<file path="src/rtl/mfp_pkg.sv">
package mfp_pkg;

    localparam int unsigned POS_W = 9;
    localparam logic [POS_W-1:0] POS_CAP       = 9'd511;
    localparam logic [POS_W-1:0] POS_CLOSE_MIN = 9'd2;
    localparam logic [POS_W-1:0] POS_ADDR_LAST = 9'd6;
    localparam logic [POS_W-1:0] POS_START2    = 9'd7;
    localparam logic [POS_W-1:0] POS_CTRL      = 9'd8;
    localparam logic [POS_W-1:0] POS_LEN       = 9'd9;
    localparam logic [POS_W-1:0] POS_DATA      = 9'd10;
    localparam logic [POS_W-1:0] POS_ID_END    = 9'd14;
    localparam logic [POS_W-1:0] POS_BCD_END   = 9'd16;

    localparam logic [7:0] START_BYTE  = 8'h68;
    localparam logic [7:0] CLOSE_BYTE  = 8'h16;
    localparam logic [7:0] DATA_OFFSET = 8'h33;
    localparam logic [7:0] ADDR_WILD   = 8'hAA;
    localparam logic [7:0] ERR_NO_ITEM = 8'h02;
    localparam int unsigned FOLLOW_BIT = 5;

    localparam logic [7:0] C_REPLY_A  = 8'h91;
    localparam logic [7:0] C_REPLY_B  = 8'hB1;
    localparam logic [7:0] C_FOLLOW_A = 8'h92;
    localparam logic [7:0] C_FOLLOW_B = 8'hB2;
    localparam logic [7:0] C_READ     = 8'h11;
    localparam logic [7:0] C_SEARCH   = 8'h13;
    localparam logic [7:0] C_TIME     = 8'h08;
    localparam logic [7:0] C_WRITE    = 8'h14;
    localparam logic [7:0] C_ABN_A    = 8'hD1;
    localparam logic [7:0] C_ABN_B    = 8'hD2;

    typedef enum logic [3:0] {
        TAG_PREAMBLE = 4'd0,
        TAG_START    = 4'd1,
        TAG_ADDR     = 4'd2,
        TAG_START2   = 4'd3,
        TAG_CTRL     = 4'd4,
        TAG_LEN      = 4'd5,
        TAG_ID       = 4'd6,
        TAG_DATA     = 4'd7,
        TAG_SEQ      = 4'd8,
        TAG_AFTER    = 4'd9
    } t_tag;

    typedef enum logic [3:0] {
        ST_REPLY       = 4'd0,
        ST_REPLY_SEQ   = 4'd1,
        ST_READ        = 4'd2,
        ST_ADDR_SEARCH = 4'd3,
        ST_CTRL13      = 4'd4,
        ST_TIME        = 4'd5,
        ST_WRITE       = 4'd6,
        ST_NO_ITEM     = 4'd7,
        ST_OTHER_ERR   = 4'd8,
        ST_UNSUPPORTED = 4'd9,
        ST_INVALID     = 4'd10
    } t_status;

    typedef struct packed {
        logic [7:0]  byte_value;
        t_tag        field_tag;
        logic [7:0]  bcd_binary;
        logic        frame_done;
        t_status     status;
        logic [7:0]  control_code;
        logic        follow_flag;
        logic [47:0] meter_address;
        logic [31:0] data_id;
        logic [7:0]  sequence_res;
        logic [7:0]  error_byte;
    } t_result;

    function automatic logic is_follow(input logic [7:0] c);
        return (c == C_FOLLOW_A) || (c == C_FOLLOW_B);
    endfunction

    function automatic logic has_data_id(input logic [7:0] c);
        return (c == C_REPLY_A) || (c == C_REPLY_B) || is_follow(c) ||
               (c == C_READ) || (c == C_WRITE);
    endfunction

    function automatic t_status frame_status(input logic ok, input logic [7:0] c,
                                             input logic all_aa, input logic [7:0] err);
        t_status st;
        st = ST_UNSUPPORTED;
        if (!ok) begin
            st = ST_INVALID;
        end else begin
            unique case (c)
                C_REPLY_A, C_REPLY_B:   st = ST_REPLY;
                C_FOLLOW_A, C_FOLLOW_B: st = ST_REPLY_SEQ;
                C_READ:                 st = ST_READ;
                C_SEARCH:               st = all_aa ? ST_ADDR_SEARCH : ST_CTRL13;
                C_TIME:                 st = ST_TIME;
                C_WRITE:                st = ST_WRITE;
                C_ABN_A, C_ABN_B:       st = (err == ERR_NO_ITEM) ? ST_NO_ITEM : ST_OTHER_ERR;
                default:                st = ST_UNSUPPORTED;
            endcase
        end
        return st;
    endfunction

endpackage

</file>
<file path="src/rtl/mfp_core.sv">
module mfp_core (
    input  logic              i_clk,
    input  logic              i_rst_n,
    input  logic              i_advance,
    input  logic [7:0]        i_rx_byte,
    input  logic              i_last,
    output mfp_pkg::t_result  o_result
);
    import mfp_pkg::*;

    logic             r_started, n_started;
    logic [POS_W-1:0] r_pos, n_pos;
    logic [7:0]       r_sum, n_sum;
    logic [7:0]       r_sum_prev, n_sum_prev;
    logic [7:0]       r_prev, n_prev;
    logic             r_hdr_ok, n_hdr_ok;
    logic             r_close_ok, n_close_ok;
    logic [7:0]       r_len, n_len;
    logic [7:0]       r_ctrl, n_ctrl;
    logic [47:0]      r_addr, n_addr;
    logic [31:0]      r_id, n_id;
    logic [7:0]       r_seq, n_seq;
    logic [7:0]       r_err, n_err;
    logic             r_all_aa, n_all_aa;

    logic [POS_W-1:0] data_end;
    logic [POS_W-1:0] seq_pos;
    logic             in_data;
    logic [7:0]       val;
    logic [2:0]       addr_lane;
    logic [1:0]       id_lane;
    t_tag             tag;
    logic [7:0]       bcd;
    t_status          st;

    assign data_end  = {1'b0, r_len} + POS_DATA;
    assign seq_pos   = {1'b0, r_len} + POS_LEN;
    assign in_data   = r_started && (r_pos >= POS_DATA) && (r_pos < data_end);
    assign val       = in_data ? (i_rx_byte - DATA_OFFSET) : i_rx_byte;
    assign addr_lane = r_pos[2:0] - 3'd1;
    // data id positions 10..13 map to lanes 0..3
    assign id_lane   = r_pos[1:0] - 2'd2;

    always_comb begin
        n_started  = r_started;
        n_pos      = r_pos;
        n_sum      = r_sum;
        n_sum_prev = r_sum_prev;
        n_prev     = r_prev;
        n_hdr_ok   = r_hdr_ok;
        n_close_ok = r_close_ok;
        n_len      = r_len;
        n_ctrl     = r_ctrl;
        n_addr     = r_addr;
        n_id       = r_id;
        n_seq      = r_seq;
        n_err      = r_err;
        n_all_aa   = r_all_aa;
        tag        = TAG_PREAMBLE;
        bcd        = 8'd0;

        if (!r_started) begin
            if (i_rx_byte == START_BYTE) begin
                n_started  = 1'b1;
                tag        = TAG_START;
                n_sum      = i_rx_byte;
                n_sum_prev = 8'd0;
                n_prev     = i_rx_byte;
                n_pos      = 9'd1;
            end
        end else begin
            if (r_pos <= POS_ADDR_LAST) begin
                tag = TAG_ADDR;
                n_addr[8*addr_lane +: 8] = i_rx_byte;
                if (i_rx_byte != ADDR_WILD) begin
                    n_all_aa = 1'b0;
                end
            end else if (r_pos == POS_START2) begin
                tag      = TAG_START2;
                n_hdr_ok = (i_rx_byte == START_BYTE);
            end else if (r_pos == POS_CTRL) begin
                tag    = TAG_CTRL;
                n_ctrl = i_rx_byte;
            end else if (r_pos == POS_LEN) begin
                tag   = TAG_LEN;
                n_len = i_rx_byte;
            end else if (in_data) begin
                if (is_follow(r_ctrl) && (r_pos == seq_pos)) begin
                    tag = TAG_SEQ;
                end else if ((r_pos < POS_ID_END) && has_data_id(r_ctrl)) begin
                    tag = TAG_ID;
                end else begin
                    tag = TAG_DATA;
                end
                if ((r_ctrl == C_TIME) && (r_pos < POS_BCD_END)) begin
                    bcd = ({4'd0, val[7:4]} * 8'd10) + {4'd0, val[3:0]};
                end
            end else begin
                tag = TAG_AFTER;
            end

            if ((r_pos >= POS_DATA) && (r_pos < POS_ID_END)) begin
                n_id[8*id_lane +: 8] = val;
            end
            if (r_pos == POS_DATA) begin
                n_err = val;
            end
            if ((r_pos >= POS_DATA) && (r_pos == seq_pos)) begin
                n_seq = val;
            end
            // position never exceeds the cap, so only the checksum decides
            if ((i_rx_byte == CLOSE_BYTE) && (r_pos >= POS_CLOSE_MIN)) begin
                n_close_ok = (r_prev == r_sum_prev);
            end

            n_sum_prev = r_sum;
            n_sum      = r_sum + i_rx_byte;
            n_prev     = i_rx_byte;
            if (r_pos < POS_CAP) begin
                n_pos = r_pos + 9'd1;
            end
        end

        st = frame_status(n_started && n_hdr_ok && n_close_ok, n_ctrl, n_all_aa, n_err);

        o_result            = '0;
        o_result.byte_value = val;
        o_result.field_tag  = tag;
        o_result.bcd_binary = bcd;
        o_result.status     = ST_REPLY;
        if (i_last) begin
            o_result.frame_done = 1'b1;
            o_result.status     = st;
            if (st != ST_INVALID) begin
                o_result.control_code  = n_ctrl;
                o_result.follow_flag   = n_ctrl[FOLLOW_BIT];
                o_result.meter_address = n_addr;
                if ((st == ST_REPLY) || (st == ST_REPLY_SEQ) || (st == ST_READ) ||
                    (st == ST_WRITE)) begin
                    o_result.data_id = n_id;
                end
                if (st == ST_REPLY_SEQ) begin
                    o_result.sequence_res = n_seq;
                end
                if ((st == ST_NO_ITEM) || (st == ST_OTHER_ERR)) begin
                    o_result.error_byte = n_err;
                end
            end
        end
    end

    always_ff @(posedge i_clk) begin
        if (!i_rst_n || (i_advance && i_last)) begin
            r_started  <= 1'b0;
            r_pos      <= '0;
            r_sum      <= 8'd0;
            r_sum_prev <= 8'd0;
            r_prev     <= 8'd0;
            r_hdr_ok   <= 1'b0;
            r_close_ok <= 1'b0;
            r_len      <= 8'd0;
            r_ctrl     <= 8'd0;
            r_addr     <= 48'd0;
            r_id       <= 32'd0;
            r_seq      <= 8'd0;
            r_err      <= 8'd0;
            r_all_aa   <= 1'b1;
        end else if (i_advance) begin
            r_started  <= n_started;
            r_pos      <= n_pos;
            r_sum      <= n_sum;
            r_sum_prev <= n_sum_prev;
            r_prev     <= n_prev;
            r_hdr_ok   <= n_hdr_ok;
            r_close_ok <= n_close_ok;
            r_len      <= n_len;
            r_ctrl     <= n_ctrl;
            r_addr     <= n_addr;
            r_id       <= n_id;
            r_seq      <= n_seq;
            r_err      <= n_err;
            r_all_aa   <= n_all_aa;
        end
    end

    a_clear_after_last: assert property (@(posedge i_clk) disable iff (!i_rst_n)
        i_advance && i_last |=> !r_started && (r_pos == '0) && r_all_aa)
        else $error("frame state not cleared after last byte");

    a_idle_pos_zero: assert property (@(posedge i_clk) disable iff (!i_rst_n)
        !r_started |-> (r_pos == '0))
        else $error("position moved before start byte");

    a_start_detect: assert property (@(posedge i_clk) disable iff (!i_rst_n)
        i_advance && !i_last && !r_started && (i_rx_byte == START_BYTE) |=>
        r_started && (r_pos == 9'd1))
        else $error("start byte not taken");

    a_status_only_on_done: assert property (@(posedge i_clk) disable iff (!i_rst_n)
        !o_result.frame_done |-> (o_result.status == ST_REPLY) &&
        (o_result.meter_address == 48'd0))
        else $error("status fields set without frame end");

    a_preamble_no_start: assert property (@(posedge i_clk) disable iff (!i_rst_n)
        !r_started && (i_rx_byte != START_BYTE) |-> (o_result.field_tag == TAG_PREAMBLE))
        else $error("preamble byte tagged as frame field");

endmodule

</file>
<file path="src/rtl/meter_frame_parser_2007.sv">
// meter frame receiver, one byte per transaction
// input channel: i_valid / o_ready carry i_rx_byte and i_end_of_buffer, the
// flag marks the final byte of a received buffer
// output channel: o_valid / i_ready carry one result per input byte: the byte
// (offset removed inside the data region), its field tag and bcd value; on the
// result of the end-of-buffer byte frame_done is set together with status,
// control code, follow flag, address, data id, sequence and error byte
// a taken byte waits in the input register; its result is loaded into the result
// register when the byte moves on, and is offered from there
// throughput: one byte per cycle while the receiver takes results, set by the
// single pass of parse logic between the input register and the result register
// reset clears the frame state and both valid flags; nothing is offered until a
// byte arrives
// a stalled receiver holds the result register; the input register still takes
// one more byte, then o_ready drops until the result is taken
// after the end-of-buffer byte the parser returns to its reset state at once,
// so the next buffer may follow in the next cycle
module meter_frame_parser_2007 (
    input  logic        i_clk,
    input  logic        i_rst_n,
    input  logic        i_valid,
    output logic        o_ready,
    input  logic [7:0]  i_rx_byte,
    input  logic        i_end_of_buffer,
    output logic        o_valid,
    input  logic        i_ready,
    output logic [7:0]  o_byte_value,
    output logic [3:0]  o_field_tag,
    output logic [7:0]  o_bcd_binary,
    output logic        o_frame_done,
    output logic [3:0]  o_status,
    output logic [7:0]  o_control_code,
    output logic        o_follow_flag,
    output logic [47:0] o_meter_address,
    output logic [31:0] o_data_id,
    output logic [7:0]  o_sequence_res,
    output logic [7:0]  o_error_byte
);
    import mfp_pkg::*;

    logic       r_in_valid;
    logic [7:0] r_in_byte;
    logic       r_in_last;
    logic       r_out_valid;
    t_result    r_out;
    t_result    core_result;
    logic       advance;

    // the input item moves on when the result register is free or being drained
    assign advance = r_in_valid && (!r_out_valid || i_ready);
    assign o_ready = !r_in_valid || advance;

    mfp_core u_core (
        .i_clk     (i_clk),
        .i_rst_n   (i_rst_n),
        .i_advance (advance),
        .i_rx_byte (r_in_byte),
        .i_last    (r_in_last),
        .o_result  (core_result)
    );

    always_ff @(posedge i_clk) begin
        if (!i_rst_n) begin
            r_in_valid  <= 1'b0;
            r_out_valid <= 1'b0;
        end else begin
            if (o_ready) begin
                r_in_valid <= i_valid;
            end
            if (advance) begin
                r_out_valid <= 1'b1;
            end else if (i_ready) begin
                r_out_valid <= 1'b0;
            end
        end
    end

    always_ff @(posedge i_clk) begin
        if (i_valid && o_ready) begin
            r_in_byte <= i_rx_byte;
            r_in_last <= i_end_of_buffer;
        end
        if (advance) begin
            r_out <= core_result;
        end
    end

    assign o_valid         = r_out_valid;
    assign o_byte_value    = r_out.byte_value;
    assign o_field_tag     = r_out.field_tag;
    assign o_bcd_binary    = r_out.bcd_binary;
    assign o_frame_done    = r_out.frame_done;
    assign o_status        = r_out.status;
    assign o_control_code  = r_out.control_code;
    assign o_follow_flag   = r_out.follow_flag;
    assign o_meter_address = r_out.meter_address;
    assign o_data_id       = r_out.data_id;
    assign o_sequence_res  = r_out.sequence_res;
    assign o_error_byte    = r_out.error_byte;

    a_in_holds: assert property (@(posedge i_clk) disable iff (!i_rst_n)
        r_in_valid && !advance |=> r_in_valid && $stable(r_in_byte) && $stable(r_in_last))
        else $error("pending input transaction lost");

    a_out_holds: assert property (@(posedge i_clk) disable iff (!i_rst_n)
        r_out_valid && !i_ready |=> r_out_valid && $stable(r_out))
        else $error("stalled result changed");

    a_advance_fills: assert property (@(posedge i_clk) disable iff (!i_rst_n)
        advance |=> r_out_valid)
        else $error("processed byte produced no result");

endmodule

</file>
<file path="config.mk">
export PLATFORM = sky130hd
export DESIGN_NAME = meter_frame_parser_2007
export DESIGN_NICKNAME = d
export VERILOG_FILES = /design/src/rtl/mfp_pkg.sv /design/src/rtl/mfp_core.sv /design/src/rtl/meter_frame_parser_2007.sv
export SDC_FILE = /design/constraint.sdc
export NUM_CORES = 1
export LEC_CHECK = 0
export ABC_AREA = 1
export BUFFER_PORTS_ARGS = -buffer_cell sky130_fd_sc_hd__buf_2
export CAP_MARGIN = 20
export CORE_MARGIN = 1.5
export CORE_UTILIZATION = 50
export CTS_CLUSTER_DIAMETER = 50
export DETAILED_ROUTE_END_ITERATION = 16
export PLACE_DENSITY = 0.69
export REMOVE_ABC_BUFFERS = 1
export SYNTH_ARGS = -nofsm -noshare
export SYNTH_HDL_FRONTEND = slang
export SYNTH_SLANG_ARGS = --single-unit
</file>
<file path="constraint.sdc">
create_clock -name i_clk -period 8.3 [get_ports i_clk]
set_input_delay 1.245 -clock i_clk [delete_from_list [all_inputs] [get_ports i_clk]]
set_output_delay 1.245 -clock i_clk [all_outputs]
set_load 0.02 [all_outputs]
</file>
* Word level (Yosys, flattened, before mapping) *
Index checks and enable logic that the tools add are counted.

cells by class
  shift operators = 4
  magnitude comparators = 7
  mux-type cells = 53
  multiply operators = 1
  $add $sub $neg = 10
  bitwise operators = 6
  reductions and logical operators = 42
  equality and inequality tests = 34

operators by type and width
  operator                   count
  $mux W8                    16
  $mux W110                  1
  $mux W105                  1
  $mux W32                   3
  $mux W48                   2
  $eq A8 B8 Y1 const B       10
  $bwmux W48                 1
  $eq A8 B5 Y1 const B       6
  $shift A8 B34 Y48 const A  1
  $shiftx A8 B34 Y48         1
  $mux W4                    9
  $neg A5 Y34                1
  $neg A6 Y34                1
  $shift A8 B34 Y32 const A  1
  $shiftx A8 B34 Y32         1
  $bwmux W32                 1
  $pmux W4 S7                1
  $eq A9 B4 Y1 const B       3
  $mux W9                    3
  $add A8 B4 Y9 const B      2
  $eq A8 B4 Y1 const B       2
  $mux W1                    14
  $logic_and A1 B1 Y1        13
  $logic_or A1 B1 Y1         12
  other kinds (36)           51

word-level totals
  output and inout port bits = 132
  logic and storage cells = 186
  input bits = 13
  register bits after elaboration = 290

* Depth between registers and ports, before layout *
Gate-level depths: netlist of run 1.

  depth in word-level cells = 17
  gate-level depth with buffers = 25
  gate-level depth less buffers = 25

* By module *
Synthesis of run 1 repeated with hierarchy kept, for this count alone.

second synthesis, totals
  cell total of the unflattened synthesis = 1,752
  area total of the unflattened synthesis = 14,680.3 um2

by module, submodules not included
  module                   instances  cells an instance  area an instance (um2)  sequential area each (um2)
  mfp_core                 1          1,600              10,411.2                2,982.9
  meter_frame_parser_2007  1          152                4,269.1                 4,214.0

* Worst setup path before layout of run 1 *
OpenSTA, ideal clock, no wires.

  kind = in2reg
  from = in i_ready
  to = reg r_out (netlist bit o_bcd_binary[0]) (enable)
  required time = 7,756 ps
  stages on the path = 6
  slack = 2,264 ps
  arrival = 5,492 ps
  path buffers = 2
  library setup time = 544 ps
  path through = inv_1 -> nand2_1 -> nand2_1 -> inv_2 -> clkbuf_1 -> clkbuf_1

on the way
  word-level cells in the longest chain between the ends = 2

ends and longest elaborated chain
  element               line                           text
  from (decl)           meter_frame_parser_2007.sv:26  input logic i_ready,
  $logic_or A1 B1 Y1    meter_frame_parser_2007.sv:50  assign advance = r_in_valid && (!r_out_valid || i_ready);
  $logic_and A1 B1 Y1   meter_frame_parser_2007.sv:50
  via advance           meter_frame_parser_2007.sv:47  logic advance;
  to (signal assigned)  meter_frame_parser_2007.sv:84  r_out <= core_result;
  to (decl)             meter_frame_parser_2007.sv:45  t_result r_out;

The timed path passes the listed nets, and every way through them passes these cells.
A chain may end at the register's enable or synchronous reset.

==> summary.md, run 1 <==
| Metric | Value |
|---|---|
| Total global-route track usage | `0.237` |
| Slowest cell on the critical path | `fa_1` |
| Reg-to-reg slack, setup | `3.60 ns` |
| Clk_lat worst skew | `0.52 ns` |
| Hold Path Stages | `2` |
| Worst slew pin tran | `1.10 ns` |
| Critical setup path kind | `reg2reg` |
| Count of cell types in the netlist | `56` |
| Buffers on Ports | `144` |
| # DRC | `0` |
| Unrepaired setup endpoints after global routing | `false` |
| First drt pass iteration count | `5` |
| Sequential area share after synthesis | `0.487` |
| Min-Delay Endpoint | `u_core.r_sum_prev[6]$_SDFFE_PP0P_` |
| Worst rel slew slack | `0.264` |
| Hold Startpoint | `u_core.r_sum_prev[6]$_SDFFE_PP0P_` |
| Vias/cell | `5.29` |
| Pwr dens | `206 nW/um2` |
| Fmax | `213 MHz` |
| Final Skew | `0.0154 ns` |
| Max_cap viols | `0` |
| R2R cell count | `23` |
| Post CTS Setup Buffer Count | `0` |
| Routability Congestion | `0.902` |
| Min-delay worst type | `reg2reg` |
| Pins over their slew limit | `0` |
| WP data arrival | `5.05 ns` |
| Diode count | `0` |
| CORE AREA | `28900 um2` |
| Crit-path most repeated cell | `nand2_1` |
| # rows | `62` |
| Vias in the first global route | `11100` |
| #FFs+latches synth | `289` |
| First-pass GRT wire length | `58100 um` |
| Routed Antenna Nets | `0` |
| Ys flop type | `dfxtp_1` |
| Post-CTS Hold Fix Bufs | `0` |
| Peak supply drop | `0.164 mV` |
| DP Wirelength | `24700 um` |
| Via count | `12100` |
| Commonest non-fill, non-tap cell in the layout | `nand2_1` |
| Share of cells above drive strength 1 | `0.164` |
| Die H | `175 um` |
| Warnings from Yosys | `0` |
| FFs w/ async S/R, synth | `0` |
| Final setup violation count | `0` |
| Clock buffer count from CTS | `36` |
| Die area | `30500 um2` |
| RR Startpoint | `u_core.r_len[2]$_SDFFE_PP0P_` |
| IO Count | `145` |
| Crit path cell chain | `ha_1 > o21ai_1 > or2_2 > nor2_1 > xor2_1 > ha_1 > nand2_1 > inv_1 > nand2_1 > nand2_1 > inv_1 > nand2_1 > nor2_1 > nand4_1 > nand2_1 > ha_1 > ha_1 > fa_1 > nand2_1 > nor2_1 > a22o_1 > nand2_1 > a41oi_1` |
| CP endpoint kind | `flop` |
| Startpoint type of the worst setup path | `flop` |
| Max incr delay on CP | `0.53 ns` |
| First DRT Iteration DRCs | `893` |
| Post-Syn Area | `14700 um2` |
| Area grow syn2layout | `14.9%` |
| Root Buffer | `clkbuf_16` |
| Antenna violations before repair | `0` |
| Peak fanout along the critical path | `8` |
| Status | `finished, final reports clean` |
| Pin count of the biggest net entering global routing | `157` |
| Most frequent cells in the layout | `nand2_1, inv_1, nor2_1, dfxtp_1, buf_2` |
| Final net count | `1925` |
| Cells after Synth | `1752` |
| Static Leak | `7.46 nW` |
| CTS tree | `done` |
| Post-CTS sizing | `0` |
| GR Overflow Total | `0` |
| CTS sink count | `289` |
| Initial Util | `0.510` |
| Syn avg cell area | `8.40 um2` |
| Clock-pin slew on the worst setup and hold paths | `0.06 ns` |
| Worst Path Required | `8.65 ns` |
| Longest Clk Path Bufs | `3` |
| Routed WL per cell | `15.9 um` |
| Die extent in x | `175 um` |
| WHS | `0.474 ns` |
| Number of synthesized flops with an enable pin | `138` |
| Final wirelength | `36300 um` |
| Tmin final | `4.70 ns` |
| Hold Vio Cnt, Final | `0` |
| CTS H-tree lvls | `2` |
| Final worst-path cycle share | `0.566` |
| Reg2reg end | `o_bcd_binary[7]$_SDFFCE_PP0P_` |
| Setup_tns | `0 ns` |
[power breakdown]
group	leakage, nW	internal [mW]	switching [mW]	total [mW]
sequential	2.51	1.56	0.0323	1.59
clock	0.598	0.982	0.613	1.60
combinational	4.36	0.0851	0.207	0.292
total	7.46	2.62	0.852	3.48
[final cells by class]
| cell class | instances | area, um2 |
|---|---|---|
| clock buffers | 47 | 1040 |
| clock inverters | 17 | 188 |
| fillers | 2576 | 11900 |
| inverters | 296 | 1120 |
| multi-input cells | 1095 | 6120 |
| flip-flops and latches | 289 | 7170 |
| well taps | 384 | 480 |
| repair buffers | 154 | 801 |
[state kept, by name, summed over array words and instances, names as in the netlist, 4 cells and up]
name and flops:
o_control_code 8, o_error_byte 8, u_core.r_prev 8, u_core.r_err 8, o_sequence_res 8, o_byte_value 8, o_status 4, o_field_tag 4
u_core.r_pos 9, u_core.r_sum_prev 8, u_core.r_addr 48, u_core.r_ctrl 8, o_meter_address 48, u_core.r_sum 8, o_bcd_binary 8, o_data_id 32
u_core.r_id 32, u_core.r_seq 8, r_in_byte 8, u_core.r_len 8
[per-stage QoR]
step	util	setup slack (ns)	cell area, um2	std cells	power, mW
5_1_grt	0.586	3.17	16900	2282	3.60
3_5_place_dp	0.543	3.31	15700	2217	1.91
4_1_cts	0.586	3.62	16900	2281	3.50
2_1_floorplan	-	0.558	14400	1680	1.82
6_report	0.586	3.60	16900	2282	3.48
3_3_place_gp	0.543	3.36	15700	2216	1.90
[worst max path at each step]
stage,slack [ns],end,start,cells past startpoint
3_3_place_gp,3.36,u_core.r_pos[6]$_SDFFE_PP0P_,i_ready,12
2_1_floorplan,0.56,u_core.r_pos[4]$_SDFFE_PP0P_,i_ready,9
6_report,3.60,o_bcd_binary[7]$_SDFFCE_PP0P_,u_core.r_len[2]$_SDFFE_PP0P_,23
4_1_cts,3.62,o_data_id[0]$_SDFFCE_PN0P_,u_core.r_len[2]$_SDFFE_PP0P_,23
5_1_grt,3.17,o_data_id[0]$_SDFFCE_PN0P_,u_core.r_len[2]$_SDFFE_PP0P_,23
3_5_place_dp,3.31,u_core.r_pos[6]$_SDFFE_PP0P_,i_ready,12
[metal layers]
metal | wire (um) | track usage | vias to the layer above
met3 | 2060 | 0.0302 | 72
met2 | 16700 | 0.387 | 386
met5 | 0 | 0 | -
li1 | - | - | 6026
met4 | 994 | 0.0780 | 0
met1 | 16500 | 0.326 | 5596
[cells in the mapped netlist, types with 2 or more instances]
cell type,instances,area share
nor2_4,33,0.025
a21oi_4,2,0.0022
inv_2,11,0.0028
edfxtp_1,138,0.28
nand3_1,57,0.019
nor4_1,16,0.0068
o22ai_1,27,0.011
or2_2,11,0.0047
inv_1,278,0.071
nand3_2,7,0.0048
ha_1,37,0.031
buf_6,2,0.0015
dfxtp_1,151,0.21
a21oi_1,115,0.039
fa_1,3,0.0041
buf_1,5,0.0013
clkinv_1,6,0.0015
o221ai_1,2,0.0012
a31oi_1,3,0.0013
buf_2,11,0.0037
nand4_1,22,0.0093
o21ai_0,103,0.035
xnor2_1,3,0.0018
o211ai_1,55,0.028
o21ai_1,3,0.0010
xor2_1,22,0.013
a211oi_1,16,0.0082
a221o_1,2,0.0014
nor3_1,19,0.0065
nand2_1,286,0.073
nand2_2,8,0.0034
nor2_2,14,0.0059
mux2i_1,17,0.012
nor3b_1,5,0.0025
clkbuf_1,50,0.013
nand2_4,2,0.0015
a21oi_2,2,0.0012
nor2_1,187,0.048
a41oi_1,2,0.0012
buf_8,3,0.0031
[worst max-delay path, delay by kind of cell (launching register included)]
kind | cells | cell delay, ns
compound gates | 3 | 0.42
xor+xnor | 1 | 0.17
flops | 1 | 0.40
simple gates | 12 | 1.88
fa+ha+maj | 5 | 1.57
buf+inv | 2 | 0.10
[cells by family after synthesis]
group,share of synthesized area
AO/OA/AOI/OAI,0.136
XOR/XNOR,0.0149
adder cells (fa/ha/maj),0.0355
buffers and inverters,0.0984
flip-flops,0.487
multiplexers,0.0116
AND/OR/NAND/NOR,0.217
No activity file was read; power rests on OpenSTA's default activity.
==> run 2, diff against run 1 <==
--- a/config.mk
+++ b/config.mk
@@ -12,7 +12,7 @@
 export CORE_UTILIZATION = 50
 export CTS_CLUSTER_DIAMETER = 50
 export DETAILED_ROUTE_END_ITERATION = 16
-export PLACE_DENSITY = 0.69
+export PLACE_DENSITY = 0.72
 export REMOVE_ABC_BUFFERS = 1
 export SYNTH_ARGS = -nofsm -noshare
 export SYNTH_HDL_FRONTEND = slang
==> constraint.sdc (replaced) <==
create_clock -name i_clk -period 4.3 [get_ports i_clk]
set_input_delay 0.645 -clock i_clk [delete_from_list [all_inputs] [get_ports i_clk]]
set_output_delay 0.645 -clock i_clk [all_outputs]
set_load 0.02 [all_outputs]
==> run 2 against run 1 <==
Effect of this change: global-route usage is 1.5 points higher; via count is 2.0% higher; clock power increased by 84%; critical path type unchanged; largest power group is now sequential cells.
==> summary.md, run 2 (synthesis gave the netlist of run 1 again) <==
| Metric | Value |
|---|---|
| Clock-pin slew on the worst setup and hold paths | `0.06 ns (about the same)` |
| Tmin final | `4.05 ns (-0.650 ns)` |
| Clk_lat worst skew | `0.52 ns (about the same)` |
| Buffers on Ports | `144 (unchanged)` |
| Setup_tns | `0 ns (unchanged)` |
| Register area | `7170 um2 (about the same)` |
| Peak supply drop | `0.285 mV (+73%)` |
| Routed WL per cell | `16.6 um (+4.4%)` |
| Max incr delay on CP | `0.45 ns (-0.08 ns)` |
| WP data arrival | `4.30 ns (-0.75 ns)` |
| Die H | `175 um (unchanged)` |
| Met2 Usage GRT | `0.427 (+0.0395)` |
| Share of cells above drive strength 1 | `0.182 (+0.0173)` |
| Slowest cell on the critical path | `fa_1` |
| Utilization after layout | `0.596 (+0.00971)` |
| Antenna violations before repair | `0 (unchanged)` |
| Die extent in x | `175 um (unchanged)` |
| Post-CTS Hold Fix Bufs | `0 (unchanged)` |
| Most frequent cells in the layout | `nand2_1, inv_1, nor2_1, dfxtp_1, buf_2` |
| Final worst-path cycle share | `0.942 (+0.376)` |
| First drt pass iteration count | `7 (+2)` |
| Peak fanout along the critical path | `5 (-3)` |
| Area of the multi-input gates | `6190 um2 (+1.1%)` |
| DP Wirelength | `26800 um (+8.7%)` |
| Routability Congestion | `1.01 (+12%)` |
| Routed Antenna Nets | `0 (unchanged)` |
| Commonest non-fill, non-tap cell in the layout | `nand2_1` |
| Crit-path most repeated cell | `nand2_1` |
| Via count | `12300 (+2.0%)` |
| # rows | `62 (unchanged)` |
| Clock buffer count from CTS | `35 (-2.8%)` |
| Longest Clk Path Bufs | `3 (unchanged)` |
| Max_cap viols | `0 (unchanged)` |
| GR peak layer | `met2` |
| Worst rel slew slack | `0.225 (-0.0392)` |
| CTS sink count | `289 (unchanged)` |
| Hold Vio Cnt, Final | `0 (unchanged)` |
| CP endpoint kind | `flop` |
| Pin count of the biggest net entering global routing | `110 (-30%)` |
| Pins over their slew limit | `0 (unchanged)` |
| First-pass GRT wire length | `61000 um (+4.9%)` |
| Final setup violation count | `0 (unchanged)` |
| Vias/cell | `5.34 (+0.80%)` |
| Fmax | `247 MHz (+16%)` |
| Area grow syn2layout | `16.8%` |
| Status | `finished, final reports clean` |
| Crit path cell chain | `ha_4 > o21ai_1 > or2_2 > nor2_4 > xor2_1 > ha_1 > nand2_1 > nor2_1 > inv_1 > nor2_1 > nor2_2 > nand2_1 > nor2_4 > nand3_1 > nand2_2 > ha_1 > ha_1 > fa_1 > nand2_1 > nor2_2 > a22o_1 > nand2_1 > a41oi_2` |
| Min-delay worst type | `in2reg` |
| Initial Util | `0.510 (unchanged)` |
| Critical setup path kind | `reg2reg` |
| First DRT Iteration DRCs | `1010 (+13%)` |
| # DRC | `0 (unchanged)` |
| Final Skew | `0.0203 ns (+0.00495 ns)` |
| Static Leak | `7.60 nW (+1.9%)` |
| Met1 Track Usage GR | `0.319 (-0.00763)` |
| Final net count | `1953 (+1.5%)` |
| Worst slew pin tran | `1.16 ns (+0.0544 ns)` |
| Worst Path Required | `4.55 ns (-4.10 ns)` |
| CORE AREA | `28900 um2 (unchanged)` |
| GR Util met3 | `0.0416 (+0.0113)` |
| Total global-route track usage | `0.252 (+0.0151)` |
| CTS H-tree lvls | `2 (unchanged)` |
| Root Buffer | `clkbuf_16` |
| IO Count | `145 (unchanged)` |
| Startpoint type of the worst setup path | `flop` |
| CTS tree | `done` |
| Diode count | `0 (unchanged)` |
| Die area | `30500 um2 (unchanged)` |
| Pwr dens | `384 nW/um2 (+87%)` |
| Vias in the first global route | `11800 (+6.0%)` |
| # fillers | `2549 (-1.0%)` |
| Final wirelength | `38400 um (+5.7%)` |
| GR Overflow Total | `0 (unchanged)` |
==> run 2: report_power, final <==
part	switching (mW)	total, mW	internal [mW]	leakage, nW
Clock	1.15	2.95	1.80	0.575
Combinational	0.410	0.588	0.177	4.52
Sequential	0.0646	3.07	3.00	2.51
Total	1.63	6.61	4.98	7.60
==> run 2: stage by stage <==
stage	instance area, um2	cells	worst slack [ns]	power (mW)	hold slack (ns)
3_5_place_dp	15900	2240	0.0734	3.70	0.469
6_report	17200	2310	0.250	6.61	0.329
5_1_grt	17200	2310	-0.00607	6.84	0.309
4_1_cts	17100	2303	0.0135	6.64	0.312
2_1_floorplan	14400	1680	-2.84	3.51	0.453
3_3_place_gp	15900	2240	0.142	3.68	0.462
==> run 2: path summary, 6_finish.rpt <==
kind,start,to,slack (ns),cells after the start
max reg2reg,u_core.r_len[1]$_SDFFE_PP0P_,o_bcd_binary[7]$_SDFFCE_PP0P_,0.25,23
min reg2reg,u_core.r_sum_prev[4]$_SDFFE_PP0P_,u_core.r_sum_prev[4]$_SDFFE_PP0P_,0.48,2
min,i_rx_byte[1],r_in_byte[1]$_DFFE_PP_,0.33,1
max,u_core.r_len[1]$_SDFFE_PP0P_,o_bcd_binary[7]$_SDFFCE_PP0P_,0.25,23
==> run 2: area by class of cell <==
cell class / count / share of cell area
Clock buffer: 44 / 0.0566
Clock inverter: 19 / 0.0116
Inverter: 296 / 0.0651
Multi-Input combinational cell: 1096 / 0.360
Sequential cell: 289 / 0.417
Tap cell: 384 / 0.0279
Timing Repair Buffer: 182 / 0.0619
==> run 2: timing repair <==
action / 4_1_cts / 5_1_grt
buffers inserted: 0 / 5
gates resized for setup: 0 / 16
endpoints found under the setup margin: 0 / 40
==> run 2: routing by layer <==
layer | part of all wire | up-vias | wire length (um)
met3 | 0.061 | 96 | 2320
met2 | 0.47 | 404 | 18100
met1 | 0.43 | 5737 | 16500
met4 | 0.037 | 0 | 1420
met5 | 0 | - | 0
li1 | - | 6089 | -
==> run 2: worst max-delay path: cells and delay by family (launching register included) <==
family / cells / cell delay [ns]
adder cells (fa/ha/maj): 5 / 1.20
AND/OR/NAND/NOR: 13 / 1.65
XOR/XNOR: 1 / 0.17
buffers and inverters: 1 / 0.09
flip-flops: 1 / 0.39
AO/OA/AOI/OAI: 3 / 0.30
==> run 3, diff against run 2 <==
--- a/config.mk
+++ b/config.mk
@@ -5,7 +5,6 @@
 export SDC_FILE = /design/constraint.sdc
 export NUM_CORES = 1
 export LEC_CHECK = 0
-export ABC_AREA = 1
 export BUFFER_PORTS_ARGS = -buffer_cell sky130_fd_sc_hd__buf_2
 export CAP_MARGIN = 20
 export CORE_MARGIN = 1.5
==> run 3 against run 2 <==
Effect of this change: fmax is 1.5% lower; design area is 4.3% lower; synthesized cell count is 14% lower; critical path depth is 7 lower; sequential share of layout area is 1.9 points higher; non-clock buffer count is 22 higher; routed wire length is 6.0% lower; clock power is 6% lower; area after synthesis is 4.3% lower; cell count is 11% lower; combinational power is 38% lower; die area is 4.2% lower.
==> summary.md, run 3 <==
| Metric | Value |
|---|---|
| Synth top area cells | `edfxtp_1, dfxtp_1, nand2_1` |
| DP Worst Slack | `-0.0594 ns (-0.133 ns)` |
| Worst Path Required | `4.55 ns (about the same)` |
| Antenna violations before repair | `0 (unchanged)` |
| Total global-route track usage | `0.247 (-0.00486)` |
| First-pass GRT wire length | `56700 um (-7.0%)` |
| Clock power frac | `0.453 (+0.006)` |
| IO Count | `145 (unchanged)` |
| CTS tree | `done` |
| GR Overflow Total | `0 (unchanged)` |
| Crit path cell chain | `ha_2 > inv_1 > ha_1 > a211o_1 > o211ai_1 > o2111ai_2 > a311o_1 > xnor2_2 > ha_1 > ha_1 > fa_1 > nand2_2 > nor2_2 > xor2_1 > xnor2_1 > nor2_1` |
| Die area | `29200 um2 (-4.2%)` |
| Critical setup path kind | `reg2reg` |
| Switching part of the total | `0.235 (-0.0114)` |
| Die extent in x | `171 um (-2.1%)` |
| Routed Antenna Nets | `0 (unchanged)` |
| Count of cell types in the netlist | `72 (+29%)` |
| Setup_tns | `0 ns (unchanged)` |
| Post-synth top cells | `nand2_1, nor2_1, dfxtp_1` |
| CORE AREA | `27800 um2 (-3.7%)` |
| Area grow syn2layout | `16.8% (about the same)` |
| Syn avg cell area | `9.35 um2 (+11%)` |
| #FFs+latches synth | `289 (unchanged)` |
| Post-Syn Area | `14100 um2 (-4.3%)` |
| Clock buffer count from CTS | `34 (-2.9%)` |
| Reg power frac | `0.487 (+0.023)` |
| Count leader, synth | `nand2_1` |
| Root Buffer | `clkbuf_16` |
| Clock-pin slew on the worst setup and hold paths | `0.06 ns (about the same)` |
| Routability Congestion | `0.898 (-11%)` |
| # rows | `61 (-1.6%)` |
| Vias in the first global route | `11000 (-6.9%)` |
| Pint | `4.67 mW (-6.3%)` |
| Diode count | `0 (unchanged)` |
| Final worst-path cycle share | `0.957 (+0.0148)` |
| R2R cell count | `16 (-30%)` |
| Clk_lat worst skew | `0.51 ns (about the same)` |
| Final setup violation count | `0 (unchanged)` |
| Longest Clk Path Bufs | `3 (unchanged)` |
| Min-delay worst type | `in2reg` |
| Warnings from Yosys | `0 (unchanged)` |
| Number of synthesized flops with an enable pin | `138 (unchanged)` |
| First drt pass iteration count | `5 (-2)` |
| Static Leak | `5.49 nW (-28%)` |
| FFs w/ async S/R, synth | `0 (unchanged)` |
| Most frequent cells in the layout | `nand2_1, nor2_1, dfxtp_1, buf_2, a21oi_1` |
| Fmax | `243 MHz (-1.5%)` |
| Final net count | `1696 (-13%)` |
| Final Skew | `0.0268 ns (+0.00648 ns)` |
| Share of cells above drive strength 1 | `0.190 (+0.00832)` |
| # DRC | `0 (unchanged)` |
| Max_cap viols | `0 (unchanged)` |
| GR Util met3 | `0.0389 (-0.00270)` |
| Area leader, netlist | `edfxtp_1` |
| Min-Delay Endpoint | `r_in_byte[5]$_DFFE_PP_` |
| Final wirelength | `36100 um (-6.0%)` |
| Worst rel slew slack | `0.249 (+0.0241)` |
| Hold Vio Cnt, Final | `0 (unchanged)` |
| Worst slew pin tran | `1.12 ns (-0.0360 ns)` |
| DP Wirelength | `24000 um (-11%)` |
| Sequential area share after synthesis | `0.509 (+0.0217)` |
| Pin count of the biggest net entering global routing | `84 (-24%)` |
| First DRT Iteration DRCs | `1128 (+12%)` |
| Met1 Track Usage GR | `0.334 (+0.0150)` |
| Slowest cell on the critical path | `fa_1` |
| Max incr delay on CP | `0.56 ns (+0.11 ns)` |
| Die H | `171 um (-2.1%)` |
| WP data arrival | `4.36 ns (+0.06 ns)` |
| Post-CTS Hold Fix Bufs | `0 (unchanged)` |
| Crit-path most repeated cell | `ha_1` |
| Reg-to-reg slack, setup | `0.19 ns (-0.06 ns)` |
| Status | `finished, final reports clean` |
| Worst setup margin | `0.187 ns (-0.0636 ns)` |
| Routed WL per cell | `17.6 um (+6.1%)` |
| Peak fanout along the critical path | `3 (-2)` |
| GR peak layer | `met2` |
| Buffers on Ports | `144 (unchanged)` |
| Initial Util | `0.507 (-0.00289)` |
| CTS sink count | `289 (unchanged)` |
| CTS H-tree lvls | `2 (unchanged)` |
| Cells after Synth | `1508 (-14%)` |
| Via count | `11600 (-6.0%)` |
| CP startpoint | `u_core.r_len[2]$_SDFFE_PP0P_` |
| RR Startpoint | `u_core.r_len[2]$_SDFFE_PP0P_` |
| Hold Startpoint | `i_rx_byte[5]` |
| Pwr dens | `370 nW/um2 (-3.6%)` |
| WHS | `0.315 ns (-0.0135 ns)` |
| Comb power frac | `0.060 (-0.029)` |
| Ys flop type | `dfxtp_1` |
| Hold Path Stages | `1 (unchanged)` |
| Top-area cell type share of the netlist area | `0.294 (+0.0126)` |
| Psw | `1.43 mW (-12%)` |
| Reg2reg end | `o_bcd_binary[6]$_SDFFCE_PP0P_` |
| Tmin final | `4.11 ns (+0.0636 ns)` |
| Commonest non-fill, non-tap cell in the layout | `nand2_1` |
| Pins over their slew limit | `0 (unchanged)` |
| Peak supply drop | `0.270 mV (-5.2%)` |
| CP endpoint kind | `flop` |
| Startpoint type of the worst setup path | `flop` |
| Met2 Usage GRT | `0.401 (-0.0254)` |
| Vias/cell | `5.66 (+6.1%)` |
## run 3: cell types whose count changed after synthesis, sizes merged, moves of 24 or more
| cell | previous run | this run |
|---|---|---|
| o211ai | 55 | 8 |
| nand3 | 65 | 109 |
| a21oi | 119 | 174 |
| nand2 | 296 | 241 |
| mux2i | 17 | 64 |
| inv | 289 | 18 |
| o21ai | 107 | 26 |
| nor2 | 235 | 156 |
| o22ai | 27 | 3 |
| clkbuf | 50 | 82 |
## run 3: cells by family after synthesis
logic type	count (synthesis)	share of synthesized area
compound gates	283	0.127
xor+xnor	46	0.0286
fa+ha+maj	40	0.0371
buf+inv	123	0.0359
flops	289	0.509
mux	65	0.0463
simple gates	662	0.217
## run 3: cell type report
| type | instances | area (um2) |
|---|---|---|
| Sequential cell | 289 | 7170 |
| Timing Repair Buffer | 204 | 1170 |
| Multi-Input combinational cell | 1096 | 6490 |
| Fill cell | 2396 | 11300 |
| Clock buffer | 39 | 891 |
| Inverter | 18 | 72.6 |
| Clock inverter | 22 | 184 |
| Tap cell | 378 | 473 |
## run 3: routing by layer
| metal | routed length (um) | share of wire | vias to the layer above |
|---|---|---|---|
| met1 | 15600 | 0.43 | 5491 |
| li1 | - | - | 5604 |
| met5 | 0 | 0 | - |
| met3 | 2640 | 0.073 | 66 |
| met4 | 1060 | 0.029 | 0 |
| met2 | 16800 | 0.47 | 427 |
## run 3: timing repair
action                                  CTS  global route
setup buffers                             0             4
gates resized for setup                   3            13
endpoints found under the setup margin    1             2
pin swaps                                 0             6
endpoints found under the hold margin     0             0
## run 3: worst max path at each step
stage / slack, ns / to / cells past startpoint
global route: -0.01 / o_bcd_binary[6]$_SDFFCE_PP0P_ / 17
finish: 0.19 / o_bcd_binary[6]$_SDFFCE_PP0P_ / 16
floorplan: -2.97 / u_core.r_pos[6]$_SDFFE_PP0P_ / 9
CTS: 0.03 / o_bcd_binary[6]$_SDFFCE_PP0P_ / 18
global placement: 0.13 / o_bcd_binary[6]$_SDFFCE_PP0P_ / 17
detailed placement: -0.06 / o_bcd_binary[6]$_SDFFCE_PP0P_ / 17
## run 3: metrics by stage
stage	utilization	total power [mW]	cell area, um2	std cells
floorplan	-	3.24	13700	1403
global placement	0.551	3.38	15300	1981
detailed placement	0.551	3.39	15300	1981
CTS	0.590	6.13	16400	2042
global route	0.592	6.27	16500	2046
finish	0.592	6.10	16500	2046
## run 3: critical path: cells and delay by family, from the launching register on
| kind | cells | cell delay [ns] |
|---|---|---|
| adders and majority gates | 5 | 1.69 |
| DFF | 1 | 0.34 |
| and+or+nand+nor | 3 | 0.25 |
| xor gates and xnor gates | 3 | 0.50 |
| AOI/OAI and AO/OA | 4 | 1.05 |
| buffers and inverters | 1 | 0.04 |
## run 3: power by group through the flow
stage	clock (mW)	combinational, mW	sequential (mW)
6_report	2.76	0.366	2.97
5_1_grt	2.91	0.390	2.97
4_1_cts	2.80	0.358	2.97
3_5_place_dp	0	0.357	3.03
3_3_place_gp	0	0.351	3.03
2_1_floorplan	0	0.113	3.13
